--- src/rtl/core/sawarq_pkg.sv ---
// Shared constants and types for the stop-and-wait ARQ sender.
package sawarq_pkg;

  localparam int PACKET_BYTES = 64;
  localparam int FILL_W       = $clog2(PACKET_BYTES + 1);
  localparam int ADDR_W       = $clog2(PACKET_BYTES);
  localparam int IDX_W        = $clog2(PACKET_BYTES + 4);

  localparam logic [7:0] T_SEND  = 8'h20;
  localparam logic [7:0] T_ACK   = 8'h08;
  localparam logic [7:0] T_AGAIN = 8'h40;
  localparam logic [7:0] T_FIN   = 8'h10;

  localparam logic [7:0]  TIMEOUT_RST = 8'd20;
  localparam logic [11:0] ACK_LEN     = 12'd3;

  localparam logic [1:0] REQ_BYTE  = 2'd0;
  localparam logic [1:0] REQ_REPLY = 2'd1;
  localparam logic [1:0] REQ_TICK  = 2'd2;

  localparam logic [2:0] ST_ACCEPTED = 3'd0;
  localparam logic [2:0] ST_SENT     = 3'd1;
  localparam logic [2:0] ST_TIMEOUT  = 3'd2;
  localparam logic [2:0] ST_NACK     = 3'd3;
  localparam logic [2:0] ST_FIN      = 3'd4;
  localparam logic [2:0] ST_REJECTED = 3'd5;

  typedef enum logic [1:0] {
    PH_COLLECT = 2'd0,
    PH_WAIT    = 2'd1,
    PH_DONE    = 2'd2
  } phase_t;

  typedef enum logic [3:0] {
    S_IDLE  = 4'b0001,
    S_FETCH = 4'b0010,
    S_BYTE  = 4'b0100,
    S_PUSH  = 4'b1000
  } seq_state_t;

endpackage

--- src/rtl/core/stop_and_wait_arq_sender.sv ---
// Stop-and-wait ARQ sender: packet store, frame sequencer and reply handling.
//
// Usage: one request on the in_ channel is a payload byte, a received reply
// or a timer tick (in_req_type). Each request yields one or more results on
// the out_ channel; out_last marks the final one of a request. Frames go out up to
// two bytes per result: 0x20, id, length, payload, complemented 8-bit sum;
// the FIN frame is 0x10, 0, sum. cfg_wr_en / cfg_wr_data load the timeout in
// ticks (reset value 20). Timing: a request that causes no frame passes
// through S_PUSH into the output register. A frame of L payload bytes has
// L+4 bytes, walked byte by byte through S_FETCH and S_BYTE by a single 8-bit
// checksum adder and one store read port, with an S_PUSH step per result; the
// next request can be taken once the final result is in the output register.
// in_ready is high only while the sequencer is idle.
// Results sit in an output register; a stalled receiver holds the sequencer
// at its next result, and the next request may be taken while the final
// result of the previous one still waits.
// Reset: synchronous active-low; phase returns to collecting, the fill and wait
// counters and id clear; store contents are not cleared.
module stop_and_wait_arq_sender (
  input  logic        clk,
  input  logic        rst_n,
  input  logic        cfg_wr_en,
  input  logic [7:0]  cfg_wr_data,
  input  logic        in_valid,
  output logic        in_ready,
  input  logic [1:0]  in_req_type,
  input  logic [7:0]  in_payload_byte,
  input  logic        in_last_of_file,
  input  logic [7:0]  in_rx_type,
  input  logic [7:0]  in_rx_id,
  input  logic [7:0]  in_rx_check,
  input  logic [11:0] in_rx_len,
  output logic        out_valid,
  input  logic        out_ready,
  output logic [7:0]  out_tx_byte_a,
  output logic [7:0]  out_tx_byte_b,
  output logic [1:0]  out_tx_count,
  output logic        out_end_of_frame,
  output logic        out_last,
  output logic [2:0]  out_status
);

  localparam int FW = sawarq_pkg::FILL_W;
  localparam int AW = sawarq_pkg::ADDR_W;
  localparam int IW = sawarq_pkg::IDX_W;

  logic [7:0] store_mem [sawarq_pkg::PACKET_BYTES];
  logic [7:0] rdata_r;

  sawarq_pkg::seq_state_t state_r, state_nxt;
  sawarq_pkg::phase_t     phase_r, phase_nxt;

  logic [FW-1:0] fill_r, fill_nxt;
  logic [7:0]    seq_r, seq_nxt;
  logic [7:0]    wait_r, wait_nxt;
  logic          final_r, final_nxt;
  logic [7:0]    timeout_r;

  logic [IW-1:0] idx_r, idx_nxt;
  logic [IW-1:0] n_r, n_nxt;
  logic          half_r, half_nxt;
  logic [7:0]    sum_r, sum_nxt;
  logic [7:0]    hdr0_r, hdr0_nxt;
  logic [7:0]    hdr1_r, hdr1_nxt;
  logic [FW-1:0] len_r, len_nxt;

  logic [7:0] pa_r, pa_nxt;
  logic [7:0] pb_r, pb_nxt;
  logic [1:0] pcnt_r, pcnt_nxt;
  logic       peof_r, peof_nxt;
  logic       plast_r, plast_nxt;
  logic [2:0] pst_r, pst_nxt;

  logic       ov_r, ov_nxt;
  logic [7:0] oa_r, ob_r;
  logic [1:0] ocnt_r;
  logic       oeof_r, olast_r;
  logic [2:0] ost_r;

  logic          accept;
  logic          wr_en;
  logic [AW-1:0] rd_addr;
  logic [IW-1:0] pay_idx;
  logic [7:0]    fbyte;
  logic [7:0]    ack_sum;
  logic          ack_good;
  logic [7:0]    tick_w;
  logic [FW-1:0] fill_inc;
  logic          slot_free;

  assign accept    = in_valid && in_ready;
  assign in_ready  = (state_r == sawarq_pkg::S_IDLE);
  assign slot_free = !ov_r || out_ready;
  assign fill_inc  = fill_r + FW'(1);
  assign ack_sum   = in_rx_type + in_rx_id;
  assign ack_good  = (in_rx_len == sawarq_pkg::ACK_LEN) && (~ack_sum == in_rx_check)
                     && (in_rx_id == seq_r);
  assign tick_w    = (wait_r == 8'hFF) ? wait_r : wait_r + 8'd1;
  assign wr_en     = accept && (in_req_type == sawarq_pkg::REQ_BYTE)
                     && (phase_r == sawarq_pkg::PH_COLLECT)
                     && (fill_r < FW'(sawarq_pkg::PACKET_BYTES));
  assign pay_idx   = idx_r - IW'(3);
  assign rd_addr   = pay_idx[AW-1:0];

  always_ff @(posedge clk) begin
    if (wr_en) begin
      store_mem[fill_r[AW-1:0]] <= in_payload_byte;
    end
    rdata_r <= store_mem[rd_addr];
  end

  always_comb begin
    if (idx_r == n_r) begin
      fbyte = ~sum_r;
    end else if (idx_r == IW'(0)) begin
      fbyte = hdr0_r;
    end else if (idx_r == IW'(1)) begin
      fbyte = hdr1_r;
    end else if (idx_r == IW'(2)) begin
      fbyte = 8'(len_r);
    end else begin
      fbyte = rdata_r;
    end
  end

  always_comb begin
    state_nxt = state_r;
    phase_nxt = phase_r;
    fill_nxt  = fill_r;
    seq_nxt   = seq_r;
    wait_nxt  = wait_r;
    final_nxt = final_r;
    idx_nxt   = idx_r;
    n_nxt     = n_r;
    half_nxt  = half_r;
    sum_nxt   = sum_r;
    hdr0_nxt  = hdr0_r;
    hdr1_nxt  = hdr1_r;
    len_nxt   = len_r;
    pa_nxt    = pa_r;
    pb_nxt    = pb_r;
    pcnt_nxt  = pcnt_r;
    peof_nxt  = peof_r;
    plast_nxt = plast_r;
    pst_nxt   = pst_r;
    ov_nxt    = ov_r && !out_ready;

    case (state_r)
      sawarq_pkg::S_IDLE: begin
        if (accept) begin
          // default: single result without frame bytes
          pa_nxt    = 8'd0;
          pb_nxt    = 8'd0;
          pcnt_nxt  = 2'd0;
          peof_nxt  = 1'b0;
          plast_nxt = 1'b1;
          pst_nxt   = sawarq_pkg::ST_ACCEPTED;
          state_nxt = sawarq_pkg::S_PUSH;
          idx_nxt   = '0;
          half_nxt  = 1'b0;
          sum_nxt   = 8'd0;
          hdr0_nxt  = sawarq_pkg::T_SEND;
          hdr1_nxt  = seq_r;
          len_nxt   = fill_r;
          n_nxt     = IW'(fill_r) + IW'(3);
          case (in_req_type)
            sawarq_pkg::REQ_BYTE: begin
              if (!wr_en) begin
                pst_nxt = sawarq_pkg::ST_REJECTED;
              end else begin
                fill_nxt = fill_inc;
                if (fill_inc >= FW'(sawarq_pkg::PACKET_BYTES) || in_last_of_file) begin
                  final_nxt = in_last_of_file;
                  phase_nxt = sawarq_pkg::PH_WAIT;
                  wait_nxt  = 8'd0;
                  len_nxt   = fill_inc;
                  n_nxt     = IW'(fill_inc) + IW'(3);
                  pst_nxt   = sawarq_pkg::ST_SENT;
                  state_nxt = sawarq_pkg::S_FETCH;
                end
              end
            end
            sawarq_pkg::REQ_REPLY: begin
              if (phase_r != sawarq_pkg::PH_WAIT) begin
                pst_nxt = sawarq_pkg::ST_REJECTED;
              end else if (in_rx_type == sawarq_pkg::T_ACK && ack_good) begin
                seq_nxt  = seq_r + 8'd1;
                fill_nxt = '0;
                wait_nxt = 8'd0;
                if (final_r) begin
                  final_nxt = 1'b0;
                  phase_nxt = sawarq_pkg::PH_DONE;
                  hdr0_nxt  = sawarq_pkg::T_FIN;
                  hdr1_nxt  = 8'd0;
                  n_nxt     = IW'(2);
                  pst_nxt   = sawarq_pkg::ST_FIN;
                  state_nxt = sawarq_pkg::S_FETCH;
                end else begin
                  phase_nxt = sawarq_pkg::PH_COLLECT;
                end
              end else if (in_rx_type == sawarq_pkg::T_ACK
                           || in_rx_type == sawarq_pkg::T_AGAIN) begin
                wait_nxt  = 8'd0;
                pst_nxt   = sawarq_pkg::ST_NACK;
                state_nxt = sawarq_pkg::S_FETCH;
              end else begin
                wait_nxt = 8'd0;
              end
            end
            sawarq_pkg::REQ_TICK: begin
              if (phase_r == sawarq_pkg::PH_WAIT) begin
                wait_nxt = tick_w;
                if (tick_w >= timeout_r) begin
                  wait_nxt  = 8'd0;
                  pst_nxt   = sawarq_pkg::ST_TIMEOUT;
                  state_nxt = sawarq_pkg::S_FETCH;
                end
              end
            end
            default: begin
              pst_nxt = sawarq_pkg::ST_REJECTED;
            end
          endcase
        end
      end
      sawarq_pkg::S_FETCH: begin
        state_nxt = sawarq_pkg::S_BYTE;
      end
      sawarq_pkg::S_BYTE: begin
        sum_nxt = sum_r + fbyte;
        if (!half_r) begin
          pa_nxt = fbyte;
          pb_nxt = 8'd0;
          if (idx_r == n_r) begin
            pcnt_nxt  = 2'd1;
            peof_nxt  = 1'b1;
            plast_nxt = 1'b1;
            state_nxt = sawarq_pkg::S_PUSH;
          end else begin
            half_nxt  = 1'b1;
            idx_nxt   = idx_r + IW'(1);
            state_nxt = sawarq_pkg::S_FETCH;
          end
        end else begin
          pb_nxt    = fbyte;
          pcnt_nxt  = 2'd2;
          peof_nxt  = (idx_r == n_r);
          plast_nxt = (idx_r == n_r);
          state_nxt = sawarq_pkg::S_PUSH;
        end
      end
      sawarq_pkg::S_PUSH: begin
        if (slot_free) begin
          ov_nxt = 1'b1;
          if (plast_r) begin
            state_nxt = sawarq_pkg::S_IDLE;
          end else begin
            half_nxt  = 1'b0;
            idx_nxt   = idx_r + IW'(1);
            state_nxt = sawarq_pkg::S_FETCH;
          end
        end
      end
      default: begin
        state_nxt = sawarq_pkg::S_IDLE;
      end
    endcase
  end

  always_ff @(posedge clk) begin
    if (!rst_n) begin
      state_r   <= sawarq_pkg::S_IDLE;
      phase_r   <= sawarq_pkg::PH_COLLECT;
      fill_r    <= '0;
      seq_r     <= 8'd0;
      wait_r    <= 8'd0;
      final_r   <= 1'b0;
      timeout_r <= sawarq_pkg::TIMEOUT_RST;
      ov_r      <= 1'b0;
    end else begin
      state_r <= state_nxt;
      phase_r <= phase_nxt;
      fill_r  <= fill_nxt;
      seq_r   <= seq_nxt;
      wait_r  <= wait_nxt;
      final_r <= final_nxt;
      ov_r    <= ov_nxt;
      if (cfg_wr_en) begin
        timeout_r <= cfg_wr_data;
      end
    end
  end

  always_ff @(posedge clk) begin
    idx_r   <= idx_nxt;
    n_r     <= n_nxt;
    half_r  <= half_nxt;
    sum_r   <= sum_nxt;
    hdr0_r  <= hdr0_nxt;
    hdr1_r  <= hdr1_nxt;
    len_r   <= len_nxt;
    pa_r    <= pa_nxt;
    pb_r    <= pb_nxt;
    pcnt_r  <= pcnt_nxt;
    peof_r  <= peof_nxt;
    plast_r <= plast_nxt;
    pst_r   <= pst_nxt;
    if (state_r == sawarq_pkg::S_PUSH && slot_free) begin
      oa_r    <= pa_r;
      ob_r    <= pb_r;
      ocnt_r  <= pcnt_r;
      oeof_r  <= peof_r;
      olast_r <= plast_r;
      ost_r   <= pst_r;
    end
  end

  assign out_valid        = ov_r;
  assign out_tx_byte_a    = oa_r;
  assign out_tx_byte_b    = ob_r;
  assign out_tx_count     = ocnt_r;
  assign out_end_of_frame = oeof_r;
  assign out_last         = olast_r;
  assign out_status       = ost_r;

endmodule
--- config.mk ---
export PLATFORM = sky130hd
export DESIGN_NAME = stop_and_wait_arq_sender
export DESIGN_NICKNAME = d
export VERILOG_FILES = /design/src/rtl/core/sawarq_pkg.sv /design/src/rtl/core/stop_and_wait_arq_sender.sv
export SDC_FILE = /design/constraint.sdc
export NUM_CORES = 1
export LEC_CHECK = 0
export ABC_AREA = 1
export BUFFER_PORTS_ARGS = -buffer_cell sky130_fd_sc_hd__buf_4
export CORE_ASPECT_RATIO = 0.5
export CORE_UTILIZATION = 48
export CTS_BUF_LIST = sky130_fd_sc_hd__clkbuf_2 sky130_fd_sc_hd__clkbuf_4 sky130_fd_sc_hd__clkbuf_8
export DETAILED_ROUTE_END_ITERATION = 8
export SYNTH_ARGS = -nofsm -noshare
export SYNTH_HDL_FRONTEND = slang
export SYNTH_SLANG_ARGS = --single-unit
--- constraint.sdc ---
create_clock -name clk -period 4.48 [get_ports clk]
set_clock_uncertainty 0.15 [all_clocks]
set_input_delay 0.448 -clock clk [delete_from_list [all_inputs] [get_ports clk]]
set_output_delay 0.448 -clock clk [all_outputs]
set_load 0.1 [all_outputs]
==> flow_summary_export.csv, run 1 <==
group,metric,value,unit
run_status,status,"finished clean",
synth,yosysSeqAreaShare,69.18,%
power_and_ir_drop,clkPwrFrac,24.0,%
synth,synth_edf_count,598,
place,pre_cts_ws,0.8614,ns
clock_network,numCtsBuffers,91,
min_path,hold_class,"primary input to register",
place,gp_congestion,0.8658,
power_and_ir_drop,swShare,41.02,%
synth,synthCells,2342,
clock_network,cts.repair.resized,0,
flow_run,maxCapViolCount,0,
grt,overflow,0,
synth,synth_most_common_cell,"edfxtp_1",
grt,antenna_found_initial,2,
timing,final.min_clock_period,3.643,ns
synth,yosysTopAreaCell,"edfxtp_1",
final_layout,finalNetCount,2535,
drt,routed_wirelength,69200,um
setup_path,crit_fanout,22,
setup_path,endpoint_kind,"register",
grt,grt_max_degree,257,
grt,track_usage,23.71,%
drt,drc,0,
die,initial_core_util,48.89,%
die,num_io_pins,85,
clock_network,clock_latency,0.68,ns
timing,setup_violations,0,
power_and_ir_drop,power.switching,7.948,mW
synth,syn_nets,2434,
drt,drtAntennaViolNets,0,
clock_network,cts.sinks,645,
place,post-dp-hpwl,39760,um
timing,max_freq,0.2745,GHz
final_layout,area_growth,12.13,%
clock_network,clockBufferDepth,3,
synth,ys_top_cells_by_area,"edfxtp_1 66%, nor2_1 6.0%, o21ai_0 5.6%",
setup_path,cp.required,4.73,ns
power_and_ir_drop,total_leakage_power,10.64,nW
timing,max_slew_margin,25.90,%
setup_path,critPathKind,"register to register",
final_layout,drive_above_1_share,11.85,%
synth,synth_area,0.02732,mm^2
drt,drt_iter0_drc,2024,
synth,netlist.area_leader.share,65.74,%
timing,hold_viol,0,
synth,synth_ff_type,"edfxtp_1",
power_and_ir_drop,cell_internal_pwr,11.43,mW
power_and_ir_drop,p_comb_share,39.4,%
drt,wl_per_cell,21.16,um
setup_path,worstPathArrival,3.90,ns
timing,worstMarginPinSlew,1.111,ns
clock_network,cts_tree,"built",
synth,synthTopCellsByCount,"598 x edfxtp_1, 439 x nor2_1, 304 x o21ai_0",
drt,via_per_inst,5.632,
timing,finalMaxSlewViolations,0,
clock_network,cts_root_buffer,"clkbuf_8",
timing,final.setup.worst_slack,0.8369,ns
power_and_ir_drop,p_seq_share,36.6,%
synth,ys_ff_latch,645,
synth,ys_types,50,
synth,ys_warn_count,0,
grt,grt_pass1_wl,104000,um
power_and_ir_drop,power_density,632.5,mW/mm^2
setup_path,start_kind,"register",
synth,async_flop_share,0,%
clock_network,clkTransAtPathRegs,0.06,ns
die,die_y,170.7,um
power_and_ir_drop,peakVddDrop,1.005,mV
drt,vias,18423,
synth,avgSynthCellArea,11.66,um^2
drt,first_pass_iters,6,
grt,grt_pass1_vias,17559,
place,portBuffers,84,
die,die_area,0.05793,mm^2
die,core,0.05587,mm^2
clock_network,h-tree-depth,3,
timing,finalSetupTns,0,ns
die,num_rows,61,
die,die_w,339.4,um
timing,grt_setup_unrepaired,"false",
timing,min_period_over_period,81.32,%
## power by group through the flow
stage,Combinational [mW],Clock (mW),Sequential (mW)
after floorplan,4.83,0,7.22
after CTS,7.58,4.71,7.08
after detailed placement,7.54,0,7.21
after global placement,7.48,0,7.21
final,7.63,4.64,7.10
after global routing,8.30,4.95,7.11
## layout by cell type, fill, tap and decap left out, types with 5 or more instances in the layout
| cell type | Yosys | layout |
|---|---|---|
| clkinv_2 | 0 | 21 |
| clkbuf_4 | 0 | 20 |
| nand2_2 | 5 | 5 |
| o21a_1 | 5 | 5 |
| nand3_1 | 89 | 89 |
| clkinv_1 | 2 | 23 |
| a21oi_1 | 48 | 47 |
| o221ai_1 | 64 | 64 |
| nor2_1 | 439 | 438 |
| nor3_1 | 16 | 16 |
| buf_4 | 2 | 110 |
| dlygate4sd3_1 | 0 | 16 |
| o21ai_0 | 304 | 304 |
| ha_1 | 30 | 29 |
| nor2_2 | 5 | 6 |
| o21ai_1 | 14 | 14 |
| clkbuf_8 | 0 | 93 |
| nand2_1 | 206 | 206 |
| edfxtp_1 | 598 | 598 |
| xor2_1 | 23 | 23 |
| nand3b_1 | 5 | 5 |
| nand4_1 | 6 | 6 |
| inv_2 | 12 | 12 |
| xnor2_1 | 10 | 10 |
| o211ai_1 | 63 | 63 |
| o22ai_1 | 63 | 63 |
| dfxtp_1 | 47 | 47 |
| inv_1 | 133 | 130 |
## area by class of cell
| class | instances | area [um^2] |
|---|---|---|
| antenna | 1 | 2.502 |
| clock buffer | 113 | 1430 |
| clock inverter | 51 | 362.8 |
| fill | 4774 | 25240 |
| inverter | 147 | 559.3 |
| multi-input combinational | 1428 | 7366 |
| sequential | 645 | 18900 |
| tap | 756 | 945.9 |
| timing repair buffer | 130 | 1066 |
## timing repair
action                                  4_1_cts  5_1_grt
hold buffers                                 16        0
endpoints found under the setup margin        0        0
setup buffers                                 0        0
endpoints found under the hold margin        15        0
## cells by family after synthesis
| family | count (synthesis) | share of synthesized area [%] |
|---|---|---|
| AND/OR/NAND/NOR | 787 | 11.77 |
| flip-flops | 645 | 69.18 |
| AO/OA/AOI/OAI | 575 | 12.49 |
| buffers and inverters | 269 | 3.921 |
| XOR/XNOR | 34 | 1.118 |
| adder cells (fa/ha/maj) | 32 | 1.521 |
## metal layers
metal	part of all wire, %	GRT usage [%]	vias to the layer above	wire length (um)
met4	1.6	5.640	2	1099
met3	8.7	6.144	90	6004
met1	45	33.41	8991	30850
li1	-	-	8671	-
met5	0.019	0	-	13
met2	45	36.90	669	31230
## flip-flops by register name, summed over array words and instances (netlist names), 8 cells and up
register       cells
store_mem        512
hdr1_r             8
out_tx_byte_a      8
out_tx_byte_b      8
pa_r               8
pb_r               8
rdata_r            8
seq_r              8
sum_r              8
timeout_r          8
wait_r             8
## path summary, 6_finish.rpt
| check | startpoint | end | slack, ns | cells past startpoint |
|---|---|---|---|---|
| max | idx_r[0]$_SDFFCE_PN0P_ | sum_r[7]$_SDFFCE_PN0P_ | 0.84 | 22 |
| min | cfg_wr_en | timeout_r[3]$_SDFFE_PN0P_ | 0.07 | 3 |
| max reg2reg | idx_r[0]$_SDFFCE_PN0P_ | sum_r[7]$_SDFFCE_PN0P_ | 0.84 | 22 |
| min reg2reg | pb_r[3]$_SDFFCE_PN0P_ | out_tx_byte_b[3]$_DFFE_PP_ | 0.27 | 0 |
## metrics by stage
stage | power [mW] | utilization (%) | hold slack [ns] | cells | area (um^2)
2_1_floorplan | 12.06 | - | 0.2503 | 2342 | 27320
3_3_place_gp | 14.69 | 51.33 | 0.2506 | 3090 | 28680
3_5_place_dp | 14.75 | 51.33 | 0.2545 | 3090 | 28680
4_1_cts | 19.37 | 54.82 | 0.03095 | 3270 | 30630
5_1_grt | 20.36 | 54.82 | 0.09893 | 3270 | 30630
6_report | 19.37 | 54.83 | 0.06977 | 3271 | 30630
## critical path, stage by stage (launching register included)
cell and delay (ns):
edfxtp_1 0.56, inv_6 0.24, ha_1 0.17, inv_1 0.04, nor2_1 0.10, nand2_1 0.17, inv_1 0.22, nand2_1 0.08
nand3_1 0.07, o211ai_1 0.10, o21ai_1 0.16, ha_1 0.32, a21oi_1 0.15, nand2_1 0.08, nand2_1 0.06, inv_1 0.05
o21a_1 0.17, nor2_1 0.09, nor2_1 0.06, nor2_1 0.10, o21bai_1 0.08, o21ai_0 0.16, a21oi_1 0.06
Note: power is estimated with default switching activity, not from simulation.
==> run 2, diff against run 1 <==
--- a/config.mk
+++ b/config.mk
@@ -5,7 +5,7 @@
 export SDC_FILE = /design/constraint.sdc
 export NUM_CORES = 1
 export LEC_CHECK = 0
-export ABC_AREA = 1
+export ABC_AREA = 0
 export BUFFER_PORTS_ARGS = -buffer_cell sky130_fd_sc_hd__buf_4
 export CORE_ASPECT_RATIO = 0.5
 export CORE_UTILIZATION = 48
==> constraint.sdc (replaced) <==
create_clock -name clk -period 3.6 [get_ports clk]
set_clock_uncertainty 0.15 [all_clocks]
set_input_delay 0.36 -clock clk [delete_from_list [all_inputs] [get_ports clk]]
set_output_delay 0.36 -clock clk [all_outputs]
set_load 0.1 [all_outputs]
==> flow_summary_export.csv, run 2 <==
group,metric,value,unit
setup_path,cp.required,3.84,ns
clock_network,clock_latency,0.67,ns
clock_network,clkTransAtPathRegs,0.07,ns
timing,worstMarginPinSlew,1.094,ns
place,gp_congestion,0.8593,
power_and_ir_drop,swShare,24.00,%
synth,ys_warn_count,0,
run_status,status,"finished clean",
drt,routed_wirelength,61220,um
clock_network,numCtsBuffers,91,
grt,grt_max_degree,89,
timing,setup_violations,0,
setup_path,crit_fanout,11,
grt,antenna_found_initial,2,
synth,synth_most_common_cell,"edfxtp_1",
drt,drc,0,
synth,ys_types,71,
drt,drt_iter0_drc,1253,
power_and_ir_drop,cell_internal_pwr,11.92,mW
clock_network,h-tree-depth,3,
clock_network,cts_tree,"built",
synth,avgSynthCellArea,17.46,um^2
timing,max_freq,0.2880,GHz
power_and_ir_drop,clkPwrFrac,36.0,%
grt,track_usage,21.53,%
drt,first_pass_iters,5,
setup_path,worstPathArrival,3.71,ns
timing,finalMaxSlewViolations,0,
place,post-dp-hpwl,38720,um
final_layout,drive_above_1_share,30.57,%
die,die_w,337.3,um
synth,synthCells,1545,
grt,grt_pass1_wl,90760,um
timing,min_period_over_period,96.45,%
synth,async_flop_share,0,%
setup_path,start_kind,"register",
grt,grt_pass1_vias,14796,
synth,synthTopCellsByCount,"598 x edfxtp_1, 160 x mux4_2, 151 x nor2_1",
die,die_area,0.05723,mm^2
clock_network,cts_root_buffer,"clkbuf_8",
synth,synth_area,0.02698,mm^2
timing,finalSetupTns,0,ns
final_layout,area_growth,15.65,%
synth,yosysSeqAreaShare,70.04,%
synth,syn_nets,1637,
power_and_ir_drop,p_comb_share,10.6,%
clock_network,cts.sinks,645,
drt,via_per_inst,5.744,
drt,drtAntennaViolNets,0,
flow_run,maxCapViolCount,0,
power_and_ir_drop,peakVddDrop,0.2650,mV
final_layout,final_common_cell,"edfxtp_1",
synth,ys_top_cells_by_area,"edfxtp_1 67%, mux4_2 13%, dfxtp_1 3.5%",
min_path,hold_class,"primary input to register",
final_layout,finalNetCount,1835,
synth,synth_edf_count,598,
clock_network,clockBufferDepth,3,
place,pre_cts_ws,-0.009149,ns
timing,final.min_clock_period,3.472,ns
timing,final.setup.worst_slack,0.1277,ns
power_and_ir_drop,power_density,502.7,mW/mm^2
timing,hold_viol,0,
setup_path,endpoint_kind,"register",
die,core,0.05556,mm^2
synth,ys_ff_latch,645,
power_and_ir_drop,power.switching,3.765,mW
setup_path,critPathKind,"register to register",
timing,max_slew_margin,26.98,%
final_layout,largest_reg_flops,512,
die,die_y,169.7,um
final_layout,fill_cells,4315,
drt,vias,14756,
die,num_io_pins,85,
power_and_ir_drop,p_seq_share,53.4,%
die,num_rows,61,
grt,overflow,0,
place,portBuffers,84,
drt,wl_per_cell,23.83,um
synth,netlist.area_leader.share,66.55,%
power_and_ir_drop,total_leakage_power,10.41,nW
synth,yosysTopAreaCell,"edfxtp_1",
final_layout,final_cell_mix,"598 x edfxtp_1, 160 x mux4_2, 148 x buf_4, 100 x nor2_1, 93 x clkbuf_8",
synth,synth_ff_type,"edfxtp_1",
die,initial_core_util,48.56,%
-- run 2: worst paths after layout --
kind	start	end	slack [ns]	cells after the start
hold / removal	in_payload_byte[4]	store_mem[30][4]$_DFFE_PP_	0.09	1
setup reg to reg	idx_r[4]$_SDFFCE_PN0P_	sum_r[6]$_SDFFCE_PN0P_	0.13	15
hold reg to reg	pb_r[6]$_SDFFCE_PN0P_	out_tx_byte_b[6]$_DFFE_PP_	0.27	0
setup / recovery	idx_r[4]$_SDFFCE_PN0P_	sum_r[6]$_SDFFCE_PN0P_	0.13	15
-- run 2: repair_timing --
| item | 4_1_cts | 5_1_grt |
|---|---|---|
| setup buffers | 0 | 7 |
| gates resized for setup | 1 | 23 |
| pin swaps | 0 | 5 |
| hold buffers | 25 | 0 |
| gates cloned | 0 | 1 |
| endpoints found under the setup margin | 2 | 20 |
| hold endpoints to repair | 24 | 0 |
-- run 2: area by class of cell --
cell class / instances / area (um^2) / share of cell area [%]
clock buffer: 127 / 1535 / 4.919
inverter: 37 / 143.9 / 0.4611
timing repair buffer: 181 / 1500 / 4.807
multi-input combinational: 787 / 7946 / 25.46
tap: 756 / 945.9 / 3.031
sequential: 645 / 18900 / 60.56
antenna: 1 / 2.502 / 0.008019
clock inverter: 35 / 234.0 / 0.7497
-- run 2: cells by family (layout without fill, tap and decap cells) --
family	after synthesis	count (layout)	share of synthesized area [%]
muxes	197	197	14.78
buffers and inverters	113	380	1.618
and+or+nand+nor	354	354	6.468
DFF	645	645	70.04
other	0	1	0
adders and majority gates	32	32	1.539
AOI/OAI and AO/OA	151	151	3.839
xor gates and xnor gates	53	53	1.720
-- run 2: critical path, cell delays in order (launching register included) --
cell	delay, ns
edfxtp_1	0.40
buf_4	0.18
xor2_1	0.14
nor4_1	0.28
nand4_1	0.29
buf_6	0.24
o22a_1	0.21
buf_4	0.15
fa_1	0.41
nor2b_1	0.18
o21ai_1	0.08
nand2b_1	0.11
a21o_1	0.14
a21oi_2	0.06
xor2_1	0.13
nor2_1	0.06
-- run 2: per-layer routing --
| layer | share of wire [%] | global-route usage (%) | wire (um) | vias to the layer above |
|---|---|---|---|---|
| met5 | 0 | 0 | 0 | - |
| met4 | 1.5 | 4.941 | 920 | 0 |
| met3 | 7.8 | 5.656 | 4746 | 69 |
| met2 | 47 | 33.23 | 28550 | 488 |
| met1 | 44 | 30.78 | 27010 | 7640 |
| li1 | - | - | - | 6559 |
-- run 2: power groups by stage --
stage | clock, mW | sequential (mW) | combinational (mW)
after floorplan | 0 | 8.49 | 1.00
after global placement | 0 | 8.53 | 1.58
after detailed placement | 0 | 8.53 | 1.60
after CTS | 5.78 | 8.37 | 1.63
after global routing | 6.10 | 8.37 | 1.78
final | 5.65 | 8.37 | 1.66
-- run 2: stage by stage --
stage	utilization, %	total power, mW	hold WS (ns)	cells	instance area, um^2
after detailed placement	52.25	10.13	0.2545	2373	29030
after CTS	55.90	15.78	0.06545	2560	31060
after global placement	52.25	10.10	0.2531	2373	29030
after floorplan	-	9.493	0.2503	1545	27180
after global routing	56.17	16.25	0.08216	2569	31210
final	56.17	15.69	0.09269	2569	31210
